$ cat src/rtl/core/lfu_pkg.sv
// Shared types and codes for the LFU cache block.
`default_nettype none
package lfu_pkg;
  localparam int unsigned ReqTypeW = 2;
  localparam int unsigned KeyFieldW = 40;
  localparam int unsigned CountFieldW = 16;
  localparam int unsigned CapW = 5;
  localparam logic [CapW-1:0] CapReset = 5'd10;

  typedef enum logic [1:0] {
    REQ_LOAD   = 2'd0,
    REQ_ACCESS = 2'd1,
    REQ_DUMP   = 2'd2,
    REQ_NONE   = 2'd3
  } req_e;

  // One classified request, front to back.
  typedef struct packed {
    req_e                   kind;
    logic [KeyFieldW-1:0]   key;
    logic [CountFieldW-1:0] count;
  } cmd_t;

  // One result beat.
  typedef struct packed {
    req_e                   kind;
    logic                   hit;
    logic                   evicted;
    logic [KeyFieldW-1:0]   evicted_key;
    logic                   full_reject;
    logic                   entry_valid;
    logic [KeyFieldW-1:0]   entry_key;
    logic [CountFieldW-1:0] entry_count;
    logic                   last;
  } resp_t;
endpackage
`default_nettype wire

$ cat src/rtl/core/lfu_front.sv
// Request front end: key masking, count saturation, drop of unused codes, two-entry queue.
`default_nettype none
module lfu_front #(
  parameter int unsigned KEY_CHARS  = 5,
  parameter int unsigned COUNT_BITS = 16
) (
  input  wire logic                                clk_i,
  input  wire logic                                rst_ni,
  input  wire logic                                in_valid_i,
  output logic                                     in_ready_o,
  input  wire logic [lfu_pkg::ReqTypeW-1:0]        req_type_i,
  input  wire logic [lfu_pkg::KeyFieldW-1:0]       key_i,
  input  wire logic [lfu_pkg::CountFieldW-1:0]     load_count_i,
  output logic                                     cmd_valid_o,
  input  wire logic                                cmd_ready_i,
  output lfu_pkg::cmd_t                            cmd_o
);
  localparam int unsigned KeyW = KEY_CHARS * 8;
  localparam logic [lfu_pkg::KeyFieldW-1:0] KeyMask =
      lfu_pkg::KeyFieldW'((65'd1 << KeyW) - 65'd1);
  localparam logic [lfu_pkg::CountFieldW-1:0] CountMax =
      (COUNT_BITS >= lfu_pkg::CountFieldW) ? {lfu_pkg::CountFieldW{1'b1}}
      : lfu_pkg::CountFieldW'((33'd1 << COUNT_BITS) - 33'd1);

  lfu_pkg::cmd_t q_mem_q [2];
  logic          wr_ptr_q, rd_ptr_q;
  logic [1:0]    cnt_q;
  lfu_pkg::cmd_t in_cmd;
  logic          push, pop;

  always_comb begin
    in_cmd.kind  = lfu_pkg::req_e'(req_type_i);
    in_cmd.key   = key_i & KeyMask;
    in_cmd.count = (load_count_i > CountMax) ? CountMax : load_count_i;
  end

  assign in_ready_o  = (cnt_q != 2'd2);
  assign push        = in_valid_i && in_ready_o && (in_cmd.kind != lfu_pkg::REQ_NONE);
  assign cmd_valid_o = (cnt_q != 2'd0);
  assign pop         = cmd_valid_o && cmd_ready_i;
  assign cmd_o       = q_mem_q[rd_ptr_q];

  always_ff @(posedge clk_i or negedge rst_ni) begin
    if (!rst_ni) begin
      wr_ptr_q <= 1'b0;
      rd_ptr_q <= 1'b0;
      cnt_q    <= 2'd0;
    end else begin
      if (push) wr_ptr_q <= ~wr_ptr_q;
      if (pop)  rd_ptr_q <= ~rd_ptr_q;
      cnt_q <= cnt_q + {1'b0, push} - {1'b0, pop};
    end
  end

  always_ff @(posedge clk_i) begin
    if (push) q_mem_q[wr_ptr_q] <= in_cmd;
  end

  assert property (@(posedge clk_i) disable iff (!rst_ni) cnt_q <= 2'd2)
    else $error("queue overflow");
  assert property (@(posedge clk_i) disable iff (!rst_ni)
      (cnt_q == 2'd2) |-> !in_ready_o)
    else $error("ready while full");
  assert property (@(posedge clk_i) disable iff (!rst_ni)
      cmd_valid_o |-> (cmd_o.kind != lfu_pkg::REQ_NONE))
    else $error("unused code queued");
endmodule
`default_nettype wire

$ cat src/rtl/core/lfu_back.sv
// Cache engine: entry storage, sequential scans for lookup, victim and dump order.
`default_nettype none
module lfu_back #(
  parameter int unsigned ENTRIES    = 16,
  parameter int unsigned COUNT_BITS = 16
) (
  input  wire logic                           clk_i,
  input  wire logic                           rst_ni,
  input  wire logic [lfu_pkg::CapW-1:0]       cap_i,
  input  wire logic                           cmd_valid_i,
  output logic                                cmd_ready_o,
  input  wire lfu_pkg::cmd_t                  cmd_i,
  output logic                                out_valid_o,
  input  wire logic                           out_ready_i,
  output lfu_pkg::resp_t                      resp_o
);
  localparam int unsigned IdxW = (ENTRIES > 1) ? $clog2(ENTRIES) : 1;
  localparam int unsigned OccW = $clog2(ENTRIES + 1);
  localparam int unsigned CW   = lfu_pkg::CountFieldW;
  localparam int unsigned KW   = lfu_pkg::KeyFieldW;
  localparam logic [CW-1:0] CountMax =
      (COUNT_BITS >= CW) ? {CW{1'b1}} : CW'((33'd1 << COUNT_BITS) - 33'd1);
  localparam logic [IdxW-1:0] LastIdx = IdxW'(ENTRIES - 1);

  typedef enum logic [2:0] {
    ST_IDLE, ST_SCAN, ST_APPLY, ST_DUMP_SCAN, ST_DUMP_EMIT, ST_OUT
  } state_e;

  state_e              state_q;
  logic [ENTRIES-1:0]  valid_q, taken_q;
  logic [KW-1:0]       keys_q [ENTRIES];
  logic [CW-1:0]       counts_q [ENTRIES];
  lfu_pkg::cmd_t       cmd_q;
  logic [IdxW-1:0]     idx_q, match_q, free_q, min_q;
  logic                match_ok_q, free_ok_q, min_ok_q;
  logic [OccW-1:0]     occ_q, emitted_q;
  lfu_pkg::resp_t      resp_q;
  logic                out_valid_q;
  logic                dump_done_q;

  logic [OccW-1:0] cap_eff;
  logic            full;
  logic            cand_ok, cand_less;
  logic [KW-1:0]   cur_key;
  logic [CW-1:0]   cur_cnt;
  logic            out_free;

  always_comb begin
    if (cap_i == '0) cap_eff = OccW'(1);
    else if ({2'b0, cap_i} > 7'(ENTRIES)) cap_eff = OccW'(ENTRIES);
    else cap_eff = OccW'(cap_i);
  end
  assign full    = occ_q >= cap_eff;
  assign cur_key = keys_q[idx_q];
  assign cur_cnt = counts_q[idx_q];
  assign cand_ok = valid_q[idx_q] && !taken_q[idx_q];
  assign cand_less = !min_ok_q || (cur_cnt < counts_q[min_q]) ||
                     ((cur_cnt == counts_q[min_q]) && (cur_key < keys_q[min_q]));
  assign out_free    = !out_valid_q || out_ready_i;
  assign cmd_ready_o = (state_q == ST_IDLE);
  assign out_valid_o = out_valid_q;
  assign resp_o      = resp_q;

  always_ff @(posedge clk_i or negedge rst_ni) begin
    if (!rst_ni) begin
      state_q     <= ST_IDLE;
      valid_q     <= '0;
      taken_q     <= '0;
      out_valid_q <= 1'b0;
      occ_q       <= '0;
      idx_q       <= '0;
      emitted_q   <= '0;
      match_ok_q  <= 1'b0;
      free_ok_q   <= 1'b0;
      min_ok_q    <= 1'b0;
      dump_done_q <= 1'b0;
    end else begin
      if (out_valid_q && out_ready_i) out_valid_q <= 1'b0;
      unique case (state_q)
        ST_IDLE: begin
          if (cmd_valid_i) begin
            cmd_q      <= cmd_i;
            idx_q      <= '0;
            match_ok_q <= 1'b0;
            free_ok_q  <= 1'b0;
            min_ok_q   <= 1'b0;
            taken_q    <= '0;
            emitted_q  <= '0;
            if (cmd_i.kind == lfu_pkg::REQ_DUMP) state_q <= ST_DUMP_SCAN;
            else state_q <= ST_SCAN;
          end
        end
        ST_SCAN: begin
          // one entry per cycle: match, first free slot, running minimum
          if (valid_q[idx_q] && cur_key == cmd_q.key && !match_ok_q) begin
            match_ok_q <= 1'b1;
            match_q    <= idx_q;
          end
          if (!valid_q[idx_q] && !free_ok_q) begin
            free_ok_q <= 1'b1;
            free_q    <= idx_q;
          end
          if (cand_ok && cand_less) begin
            min_ok_q <= 1'b1;
            min_q    <= idx_q;
          end
          if (idx_q == LastIdx) state_q <= ST_APPLY;
          else idx_q <= idx_q + 1'b1;
        end
        ST_APPLY: begin
          // held while the previous result beat still waits
          if (out_free) begin
            resp_q             <= '0;
            resp_q.kind        <= cmd_q.kind;
            resp_q.entry_key   <= cmd_q.key;
            resp_q.last        <= 1'b1;
            if (cmd_q.kind == lfu_pkg::REQ_LOAD) begin
              if (match_ok_q) begin
                counts_q[match_q]  <= cmd_q.count;
                resp_q.hit         <= 1'b1;
                resp_q.entry_count <= cmd_q.count;
              end else if (full) begin
                resp_q.full_reject <= 1'b1;
              end else begin
                if (free_ok_q) begin
                  valid_q[free_q]  <= 1'b1;
                  keys_q[free_q]   <= cmd_q.key;
                  counts_q[free_q] <= cmd_q.count;
                  occ_q            <= occ_q + 1'b1;
                end
                resp_q.entry_count <= cmd_q.count;
              end
            end else begin
              if (match_ok_q) begin
                resp_q.hit <= 1'b1;
                if (counts_q[match_q] < CountMax) begin
                  counts_q[match_q]  <= counts_q[match_q] + 1'b1;
                  resp_q.entry_count <= counts_q[match_q] + 1'b1;
                end else begin
                  resp_q.entry_count <= counts_q[match_q];
                end
              end else begin
                resp_q.entry_count <= CW'(1);
                if (full && min_ok_q) begin
                  // victim is dropped: new key goes to the lower of victim slot and first free slot
                  resp_q.evicted     <= 1'b1;
                  resp_q.evicted_key <= keys_q[min_q];
                  if (free_ok_q && free_q < min_q) begin
                    valid_q[min_q]   <= 1'b0;
                    valid_q[free_q]  <= 1'b1;
                    keys_q[free_q]   <= cmd_q.key;
                    counts_q[free_q] <= CW'(1);
                  end else begin
                    keys_q[min_q]   <= cmd_q.key;
                    counts_q[min_q] <= CW'(1);
                  end
                end else if (free_ok_q) begin
                  valid_q[free_q]  <= 1'b1;
                  keys_q[free_q]   <= cmd_q.key;
                  counts_q[free_q] <= CW'(1);
                  occ_q            <= occ_q + 1'b1;
                end
              end
            end
            state_q <= ST_OUT;
          end
        end
        ST_DUMP_SCAN: begin
          if (cand_ok && cand_less) begin
            min_ok_q <= 1'b1;
            min_q    <= idx_q;
          end
          if (idx_q == LastIdx) state_q <= ST_DUMP_EMIT;
          else idx_q <= idx_q + 1'b1;
        end
        ST_DUMP_EMIT: begin
          if (out_free) begin
            resp_q      <= '0;
            resp_q.kind <= lfu_pkg::REQ_DUMP;
            resp_q.last <= 1'b1;
            out_valid_q <= 1'b1;
            idx_q       <= '0;
            min_ok_q    <= 1'b0;
            if (min_ok_q) begin
              resp_q.entry_valid <= 1'b1;
              resp_q.entry_key   <= keys_q[min_q];
              resp_q.entry_count <= counts_q[min_q];
              resp_q.last        <= (emitted_q + 1'b1 == occ_q);
              taken_q[min_q]     <= 1'b1;
              emitted_q          <= emitted_q + 1'b1;
              state_q <= (emitted_q + 1'b1 == occ_q) ? ST_IDLE : ST_DUMP_SCAN;
            end else begin
              state_q <= ST_IDLE;
            end
          end
        end
        ST_OUT: begin
          if (out_free) begin
            out_valid_q <= 1'b1;
            state_q     <= ST_IDLE;
          end
        end
        default: state_q <= ST_IDLE;
      endcase
    end
  end

  assert property (@(posedge clk_i) disable iff (!rst_ni)
      occ_q == OccW'($countones(valid_q)))
    else $error("occupancy out of step with valid bits");
  assert property (@(posedge clk_i) disable iff (!rst_ni)
      (state_q == ST_OUT) |-> !resp_q.entry_valid)
    else $error("load or access flagged as dump entry");
  assert property (@(posedge clk_i) disable iff (!rst_ni)
      (out_valid_q && !out_ready_i) |=> $stable(resp_q))
    else $error("result changed while stalled");
  assert property (@(posedge clk_i) disable iff (!rst_ni)
      (state_q == ST_APPLY && out_free && cmd_q.kind == lfu_pkg::REQ_ACCESS) |=>
      (occ_q != '0))
    else $error("access left cache empty");
endmodule
`default_nettype wire

$ cat src/rtl/core/lfu_cache_replacement.sv
// Top level of the LFU cache: config register, front queue and cache engine.
//
// channel  direction  handshake              payload
// cfg      in         cfg_valid_i/cfg_ready_o cfg_data_i (capacity_in_use)
// req      in         in_valid_i/in_ready_o  req_type_i, key_i, load_count_i
// resp     out        out_valid_o/out_ready_i resp_kind_o .. last_o
//
// Load/access: one entry scanned per cycle, then an apply state updates the entry
//   registers and the result register, and an output state raises the result beat.
// Dump: each output beat is a fresh minimum scan over the untaken entries; apply,
//   output and dump emit all wait while the previous result beat is stalled.
// Reset clears valid bits and control; key/count storage is undefined until written.
// The front queue holds two beats, so requests are taken while the engine works
// or waits on a stalled output beat.
`default_nettype none
module lfu_cache_replacement #(
  parameter int unsigned ENTRIES    = 16,
  parameter int unsigned KEY_CHARS  = 5,
  parameter int unsigned COUNT_BITS = 16
) (
  input  wire logic                            clk_i,
  input  wire logic                            rst_ni,
  input  wire logic                            cfg_valid_i,
  output logic                                 cfg_ready_o,
  input  wire logic [lfu_pkg::CapW-1:0]        cfg_data_i,
  input  wire logic                            in_valid_i,
  output logic                                 in_ready_o,
  input  wire logic [lfu_pkg::ReqTypeW-1:0]    req_type_i,
  input  wire logic [lfu_pkg::KeyFieldW-1:0]   key_i,
  input  wire logic [lfu_pkg::CountFieldW-1:0] load_count_i,
  output logic                                 out_valid_o,
  input  wire logic                            out_ready_i,
  output logic [lfu_pkg::ReqTypeW-1:0]         resp_kind_o,
  output logic                                 hit_o,
  output logic                                 evicted_o,
  output logic [lfu_pkg::KeyFieldW-1:0]        evicted_key_o,
  output logic                                 full_reject_o,
  output logic                                 entry_valid_o,
  output logic [lfu_pkg::KeyFieldW-1:0]        entry_key_o,
  output logic [lfu_pkg::CountFieldW-1:0]      entry_count_o,
  output logic                                 last_o
);
  logic [lfu_pkg::CapW-1:0] cap_q;
  lfu_pkg::cmd_t  cmd;
  lfu_pkg::resp_t resp;
  logic           cmd_valid, cmd_ready;

  // capacity register; always writable
  assign cfg_ready_o = 1'b1;
  always_ff @(posedge clk_i or negedge rst_ni) begin
    if (!rst_ni) cap_q <= lfu_pkg::CapReset;
    else if (cfg_valid_i) cap_q <= cfg_data_i;
  end

  lfu_front #(.KEY_CHARS(KEY_CHARS), .COUNT_BITS(COUNT_BITS)) u_front (
    .clk_i, .rst_ni, .in_valid_i, .in_ready_o, .req_type_i, .key_i, .load_count_i,
    .cmd_valid_o(cmd_valid), .cmd_ready_i(cmd_ready), .cmd_o(cmd)
  );

  lfu_back #(.ENTRIES(ENTRIES), .COUNT_BITS(COUNT_BITS)) u_back (
    .clk_i, .rst_ni, .cap_i(cap_q),
    .cmd_valid_i(cmd_valid), .cmd_ready_o(cmd_ready), .cmd_i(cmd),
    .out_valid_o, .out_ready_i, .resp_o(resp)
  );

  assign resp_kind_o   = resp.kind;
  assign hit_o         = resp.hit;
  assign evicted_o     = resp.evicted;
  assign evicted_key_o = resp.evicted_key;
  assign full_reject_o = resp.full_reject;
  assign entry_valid_o = resp.entry_valid;
  assign entry_key_o   = resp.entry_key;
  assign entry_count_o = resp.entry_count;
  assign last_o        = resp.last;
endmodule
`default_nettype wire

$ cat config.mk
export PLATFORM = sky130hd
export DESIGN_NAME = lfu_cache_replacement
export DESIGN_NICKNAME = d
export VERILOG_FILES = /design/src/rtl/core/lfu_pkg.sv /design/src/rtl/core/lfu_front.sv /design/src/rtl/core/lfu_back.sv /design/src/rtl/core/lfu_cache_replacement.sv
export SDC_FILE = /design/constraint.sdc
export NUM_CORES = 2
export LEC_CHECK = 0
export BUFFER_PORTS_ARGS = -buffer_cell sky130_fd_sc_hd__buf_2
export CAP_MARGIN = 20
export CORE_UTILIZATION = 62
export DETAILED_ROUTE_END_ITERATION = 8
export HOLD_SLACK_MARGIN = 0.05
export PLACE_DENSITY = 0.8
export SYNTH_ARGS = -nofsm -noshare
export SYNTH_HDL_FRONTEND = slang
export SYNTH_HIERARCHICAL = 1
export SYNTH_SLANG_ARGS = --single-unit
$ cat constraint.sdc
create_clock -name clk_i -period 8.9 [get_ports clk_i]
set_input_delay 1.78 -clock clk_i [delete_from_list [all_inputs] [get_ports clk_i]]
set_output_delay 1.78 -clock clk_i [all_outputs]
set_load 0.05 [all_outputs]
# Yosys cells after proc, flatten, opt, wreduce, memory -nomap -nowiden
# Memories as Yosys holds them, arrays and structs flattened. A register that Yosys moved wholly into a read port is not among the register bits.
# Index checks and enable logic that the tools add are counted.
[word_totals]
ff_bits = 235
ramBits = 1012
input_bits = 68
output_inout_bits = 106
elab_cells = 273
memories = 3
[mem_list]
columns = ["memory", "words", "width", "rd", "rd_ports_with_merged_regs", "wr", "line_no", "text"]
rows = [
  ["u_back.keys_q", 16, 40, 2, 1, 1, "lfu_back.sv:31", "logic [KW-1:0] keys_q [ENTRIES];"],
  ["u_back.counts_q", 16, 16, 3, 2, 1, "lfu_back.sv:32", "logic [CW-1:0] counts_q [ENTRIES];"],
  ["u_front.q_mem_q", 2, 58, 1, 0, 1, "lfu_front.sv:25", "lfu_pkg::cmd_t q_mem_q [2];"],
]
[op_classes]
n_addsub = 6
n_lt_le_gt_ge = 12
eq_ne = 26
muxes = 129
bitwise_logic = 13
n_reduce_logical = 55
[op_table]
columns = ["operator", "count"]
rows = [
  ["two-way mux 16 bit", 21],
  ["two-way mux 103 bit", 2],
  ["case mux 103 bit (2 select lines)", 1],
  ["two-way mux 41 bit", 3],
  ["two-way mux 40 bit", 3],
  ["two-way mux 1 bit", 58],
  ["two-way mux 58 bit", 1],
  ["two-way mux 5 bit", 11],
  ["OR 16 bit", 3],
  ["equality test 40 bit", 1],
  ["< comparator 40 bit", 1],
  ["OR reduction 40 bit", 1],
  ["two-way mux 4 bit", 9],
  ["case mux 16 bit (2 select lines)", 1],
  ["OR reduction 16 bit", 2],
  ["inequality test 2 x 1 -> 1 bit (second input constant)", 11],
  ["two-way mux 3 bit", 7],
  ["logical AND 1 bit", 20],
  ["case mux 3 bit (6 select lines)", 1],
  ["AND reduction 3 bit", 6],
  ["adder 16 x 1 -> 16 bit (second input constant)", 1],
  ["bitwise AND 16 bit", 1],
  ["equality test 16 bit", 1],
  ["> comparator 16 bit (second input constant)", 1],
  ["other kinds (40)", 74],
]

# Longest topological paths before layout
[depth]
ltp_word = 17
depth_mapped = 21

# By module
# Netlist, hierarchy kept.
[by_module_without_submodules]
columns = ["mod", "n_inst", "cells_each", "area_per_inst_um2"]
rows = [
  ["lfu_back", 1, 3207, 56100.1],
  ["lfu_front", 1, 205, 4463.0],
  ["lfu_cache_replacement", 1, 12, 195.2],
]

# Worst setup path after synthesis
# No wires, ideal clock.
[synth_timing]
kind = "input -> register"
startpoint = "in out_ready_i"
endpoint = "reg u_back.resp_q (netlist bit u_back/resp_o[0]), enable pin"
setup_ns = 0.599
arrival_ns = 6.972
required_time_ns = 8.301
slack_ns = 1.330
stages = 4
n_path_buf = 0
path_cell_list = "nor2b_1 nor2_1 nand2_1 a21oi_1"
[synth_via]
elab_chain_len = 3
[synth_rtl]
columns = ["element", "line_no", "text"]
rows = [
  ["start, declared", "lfu_cache_replacement.sv:32", "input wire logic out_ready_i,"],
  ["logical OR 1 bit (*)", "lfu_back.sv:59", "assign out_free = !out_valid_q || out_ready_i;"],
  ["inequality test 2 x 1 -> 1 bit (no source line)", "--", ""],
  ["AND reduction 4 bit (no source line) (*)", "--", ""],
  ["end, declared", "lfu_back.sv:37", "lfu_pkg::resp_t resp_q;"],
]
# Every way passes the cells marked *; elsewhere a longest branch is shown, timed or not.
# A chain may end at the register's enable or synchronous reset.

==> results summary <==
The number of buffers added for setup after CTS is 0. The total number of placement rows is 114. The largest total area in the synthesized netlist belongs to sky130_fd_sc_hd__edfxtp_1.

The most used flip-flop cell after synthesis is sky130_fd_sc_hd__edfxtp_1. The clock insertion delay at the later pin of the skew report came out at 0.76 ns. TritonCTS built the clock tree. The data required time at the worst endpoint is 9.53 ns. The worst setup path is of the flop to flop kind. The tree built by TritonCTS fans out to 1,255 sinks. After the last flow step, the layout net total stands at 3,755. The synthesized area per cell came out at 17.74 sq um. The worst register-to-register path has a depth of 15. The final number of setup-violating endpoints is 0.

The layout filler cell count came out at 5,816. The maximum vdd ir drop came out at 0.2329 mV. The count of nets left with antenna violations after detail routing is 0. Setup repair after global routing left no endpoint under its margin. The cell count after synthesis came out at 3,424. The number of global-route vias before repair is 38,150.

The cell area reported after detailed placement came out at 0.06331 sq mm. In this run the cell area of the synthesized design comes to 0.06076 sq mm. The initial utilization of the core area, before any placement, comes to 0.6273. The count of warnings emitted by yosys is 6. The depth of the CTS H-tree is 4.

Counting flops with an async set or reset pin after synthesis yields a share of 0.04940. In this run the power spent charging and discharging nets is 6794 uW. The share of total power dissipated in combinational logic is 0.328. In this run the most used layer during global routing was met2. The run finished, with violations left.

The first detailed-routing pass took 9 iterations. The synthesis-stage register bit count came out at 1,255. The checks that failed: DRC. For this design the ratio of total power to cell area is 292.3 mW/mm^2. In the final layout, the share of cells above drive strength 1 is 0.3238. The routed length per placed instance came out at 35.76 um. The portion of the clock cycle consumed by the worst path in the final layout is 0.7153. Buffers inserted during clock tree synthesis total 132. The post-detailed-routing wire length came out at 178.8 mm. Sorting the synthesized cells by area gives the leading types as sky130_fd_sc_hd__edfxtp_1 (59%), sky130_fd_sc_hd__mux4_2 (21%), sky130_fd_sc_hd__dfrtp_1 (2.5%). The die footprint is 0.09925 sq mm. The number of cells on the worst hold path came out at 2. From bottom edge to top edge, the die measures 315.0 um. The overall global routing resource usage came out at 0.3665. The path class of the tightest hold or removal check is flop to flop. The area of the core came out at 0.09685 sq mm. The maximum number of pins on one net before global-route repair came out at 97. The clock-pin slew reported for the worst setup and hold paths after clock tree synthesis is 0.06 ns. The fraction of the yosys area taken by sequential cells came out at 0.6139. Routability-driven placement finished with a final weighted congestion of 0.9861. The fraction of power spent switching nets came out at 0.3440. The count of vias placed by the detailed router came out at 38,050. The number of buffers inserted by hold repair at cts came out at 0. For hold timing, the worst endpoint is u_back/taken_q[10]$_DFFE_PN0P_. The kind of end point of the critical path is a flop. The synthesized netlist contains 85 unique library cells. The worst clock skew on the final layout is 0.03570 ns.

The leakage power total came out at 0.02247 uW. Yosys mapped a number of flops with a built-in enable equal to 1,185. The share of total power dissipated in sequential elements is 0.399. After detailed routing, the number of remaining DRC violations is 24. During placement, the flow inserted port buffers numbering 172. The max-slew violation total from the final report came to 0. For this run, the top clock speed supported by timing is 157.1 MHz. The hold path startpoint is u_back/taken_q[10]$_DFFE_PN0P_.

The total nets after synthesis came out at 3,560. The first-pass GRT wire length is 258.8 mm. The worst register-to-register path has a setup slack of 2.53 ns. The leftover overflow at the end of global routing came out at 0.

Of all nets on the critical path, the largest fanout is 31. The count of cells resized by post-cts repair is 0. The fraction of synthesized cell area taken by the top area cell type is 0.5857.

In the layout the commonest cells are sky130_fd_sc_hd__edfxtp_1 (1,185), sky130_fd_sc_hd__mux4_2 (577), sky130_fd_sc_hd__buf_2 (173), sky130_fd_sc_hd__nand2_1 (150), sky130_fd_sc_hd__clkbuf_16 (139). The worst slew margin relative to its limit came out at 0.1802. The HPWL reported at the end of detailed placement is 107.9 mm. The overall die width came out at 315.0 um. The initial antenna violation count came to 5.

The final period demand of the worst path came out at 6.366 ns. The layout overhead on the synthesized area is 11.20%. The worst setup path is launched from a flop. The number of DRC violations after detailed-routing iteration 0 is 6,625.

The design area came out at 0.06756 sq mm. The leading cell type in the layout, fill and taps excluded is sky130_fd_sc_hd__edfxtp_1. In the routed layout, each cell is associated on average with a via count of 7.609. For met2 alone, demand over resource in global routing was 0.5477.

The root buffer cell chosen for the clock tree is sky130_fd_sc_hd__clkbuf_16. The final-report hold violation count is 0. The power share of the clock group is 0.273.

For the pin with the worst max-slew slack, the measured transition is 1.230 ns. The met1 usage is 0.4921. The worst flop-to-flop path startpoint is u_back/idx_q[1]$_DFFE_PN0P_. The number of primary I/O pins came out at 174. In this run the deepest clock path goes through 3 buffers. Internal power comes to 12,960 uW. Across the run, the number of max-cap violations was 0. For met3 alone, demand over resource in global routing was 0.1202. The sum of negative setup slack is 0 ns. The data arrival time of the worst path came out at 7.00 ns.
-- cells by family after synthesis --
kind of cell | after synthesis | synth area share
XOR/XNOR | 66 | 0.009514
buffers and inverters | 309 | 0.02341
other | 1 | 0.00006172
AND/OR/NAND/NOR | 512 | 0.04108
adder cells (fa/ha/maj) | 68 | 0.01400
multiplexers | 789 | 0.2511
AO/OA/AOI/OAI | 424 | 0.04695
flip-flops | 1255 | 0.6139
-- Yosys cell counts (7+ instances only) --
cell / count
sky130_fd_sc_hd__mux2_4: 10
sky130_fd_sc_hd__nor2b_1: 26
sky130_fd_sc_hd__dfxtp_1: 8
sky130_fd_sc_hd__a21oi_1: 104
sky130_fd_sc_hd__buf_1: 48
sky130_fd_sc_hd__clkbuf_1: 104
sky130_fd_sc_hd__nand4_1: 25
sky130_fd_sc_hd__nand2b_1: 12
sky130_fd_sc_hd__and3_1: 10
sky130_fd_sc_hd__o211ai_1: 7
sky130_fd_sc_hd__mux2_2: 71
sky130_fd_sc_hd__xnor2_1: 48
sky130_fd_sc_hd__a221oi_1: 13
sky130_fd_sc_hd__buf_2: 36
sky130_fd_sc_hd__a221o_1: 13
sky130_fd_sc_hd__nor2_1: 127
sky130_fd_sc_hd__a21o_1: 18
sky130_fd_sc_hd__buf_4: 23
sky130_fd_sc_hd__a211oi_1: 28
sky130_fd_sc_hd__nand2_1: 151
sky130_fd_sc_hd__inv_1: 79
sky130_fd_sc_hd__dfrtp_1: 60
sky130_fd_sc_hd__nand3_1: 31
sky130_fd_sc_hd__a31oi_1: 28
sky130_fd_sc_hd__ha_1: 68
sky130_fd_sc_hd__nor3_1: 32
sky130_fd_sc_hd__buf_6: 13
sky130_fd_sc_hd__nor4_1: 49
sky130_fd_sc_hd__xor2_1: 18
sky130_fd_sc_hd__or2_2: 8
sky130_fd_sc_hd__edfxtp_1: 1185
sky130_fd_sc_hd__nand3b_1: 9
sky130_fd_sc_hd__o22ai_1: 9
sky130_fd_sc_hd__a22o_1: 38
sky130_fd_sc_hd__o21ai_0: 87
sky130_fd_sc_hd__a22oi_1: 27
sky130_fd_sc_hd__and2_1: 10
sky130_fd_sc_hd__mux2i_1: 131
sky130_fd_sc_hd__mux4_2: 577
-- per-layer routing --
layer	share of wire	up-vias	wire (um)
li1	-	14710	-
met1	0.33	19100	59350
met2	0.46	3541	81870
met3	0.16	696	27840
met4	0.055	6	9748
met5	0.00023	-	41
-- state kept, by name, indices dropped and copies added (netlist names), 5 cells and up, named ones only --
name / count
cap_q: 5
u_back/taken_q: 16
u_back/resp_o: 103
u_back/valid_q: 16
u_back/occ_q: 5
u_front/q_mem_q: 116
u_back/emitted_q: 5
u_back/cmd_q: 58
u_back/keys_q: 640
u_back/counts_q: 256
-- power groups by stage --
stage / Sequential [uW] / Clock, uW / Combinational, uW
6_report: 7880 / 5400 / 6470
5_1_grt: 7930 / 5650 / 6750
4_1_cts: 7860 / 5440 / 6330
3_5_place_dp: 7980 / 0 / 6270
3_3_place_gp: 7930 / 0 / 6150
2_1_floorplan: 7880 / 0 / 4340
-- stage by stage --
| stage | hold WS, ns | power [uW] | utilization | std cells | worst slack [ns] |
|---|---|---|---|---|---|
| after floorplan | 0.4573 | 12220 | - | 3424 | 1.330 |
| after global placement | 0.4727 | 14090 | 0.6534 | 4756 | 2.815 |
| after detailed placement | 0.4826 | 14250 | 0.6536 | 4757 | 2.826 |
| after CTS | 0.4976 | 19640 | 0.6972 | 4996 | 2.771 |
| after global routing | 0.5157 | 20330 | 0.6976 | 5000 | 2.324 |
| final | 0.4960 | 19750 | 0.6976 | 5001 | 2.534 |
-- layout make-up --
type	instances	area, sq um	share of cell area
flip-flops and latches	1255	37340	0.5526
multi-input cells	1860	22290	0.3299
clock buffers	162	3575	0.05291
repair buffers	288	1808	0.02676
well taps	1276	1597	0.02363
clock inverters	77	646.9	0.009575
inverters	82	309.0	0.004574
diodes	1	2.502	0.00003704
-- worst max-delay path, stage by stage (launching register included) --
cell	delay, ns
sky130_fd_sc_hd__dfrtp_4	0.79
sky130_fd_sc_hd__buf_4	0.57
sky130_fd_sc_hd__nor2b_1	1.00
sky130_fd_sc_hd__a221oi_2	0.20
sky130_fd_sc_hd__nor2_1	0.29
sky130_fd_sc_hd__o21ai_0	0.23
sky130_fd_sc_hd__ha_1	0.34
sky130_fd_sc_hd__nand4_1	0.22
sky130_fd_sc_hd__nor2_1	0.20
sky130_fd_sc_hd__nand2_1	0.12
sky130_fd_sc_hd__nor3_1	0.61
sky130_fd_sc_hd__nand2_1	0.23
sky130_fd_sc_hd__a2111oi_0	0.52
sky130_fd_sc_hd__or4_1	0.35
sky130_fd_sc_hd__a31oi_4	0.19
sky130_fd_sc_hd__mux2_2	0.35
-- worst max-delay path by stage --
stage	startpoint	slack, ns	to	depth (start not counted)
2_1_floorplan	out_ready_i	1.33	u_back/resp_o[0]$_SDFFCE_PN1P_	4
3_3_place_gp	u_back/idx_q[0]$_DFFE_PN0P_	2.82	flop	16
3_5_place_dp	u_back/idx_q[0]$_DFFE_PN0P_	2.83	flop	16
4_1_cts	u_back/idx_q[0]$_DFFE_PN0P_	2.77	flop	16
5_1_grt	u_back/idx_q[0]$_DFFE_PN0P_	2.32	flop	16
6_report	u_back/idx_q[1]$_DFFE_PN0P_	2.53	flop	15
(Power assumes the default switching activity.)
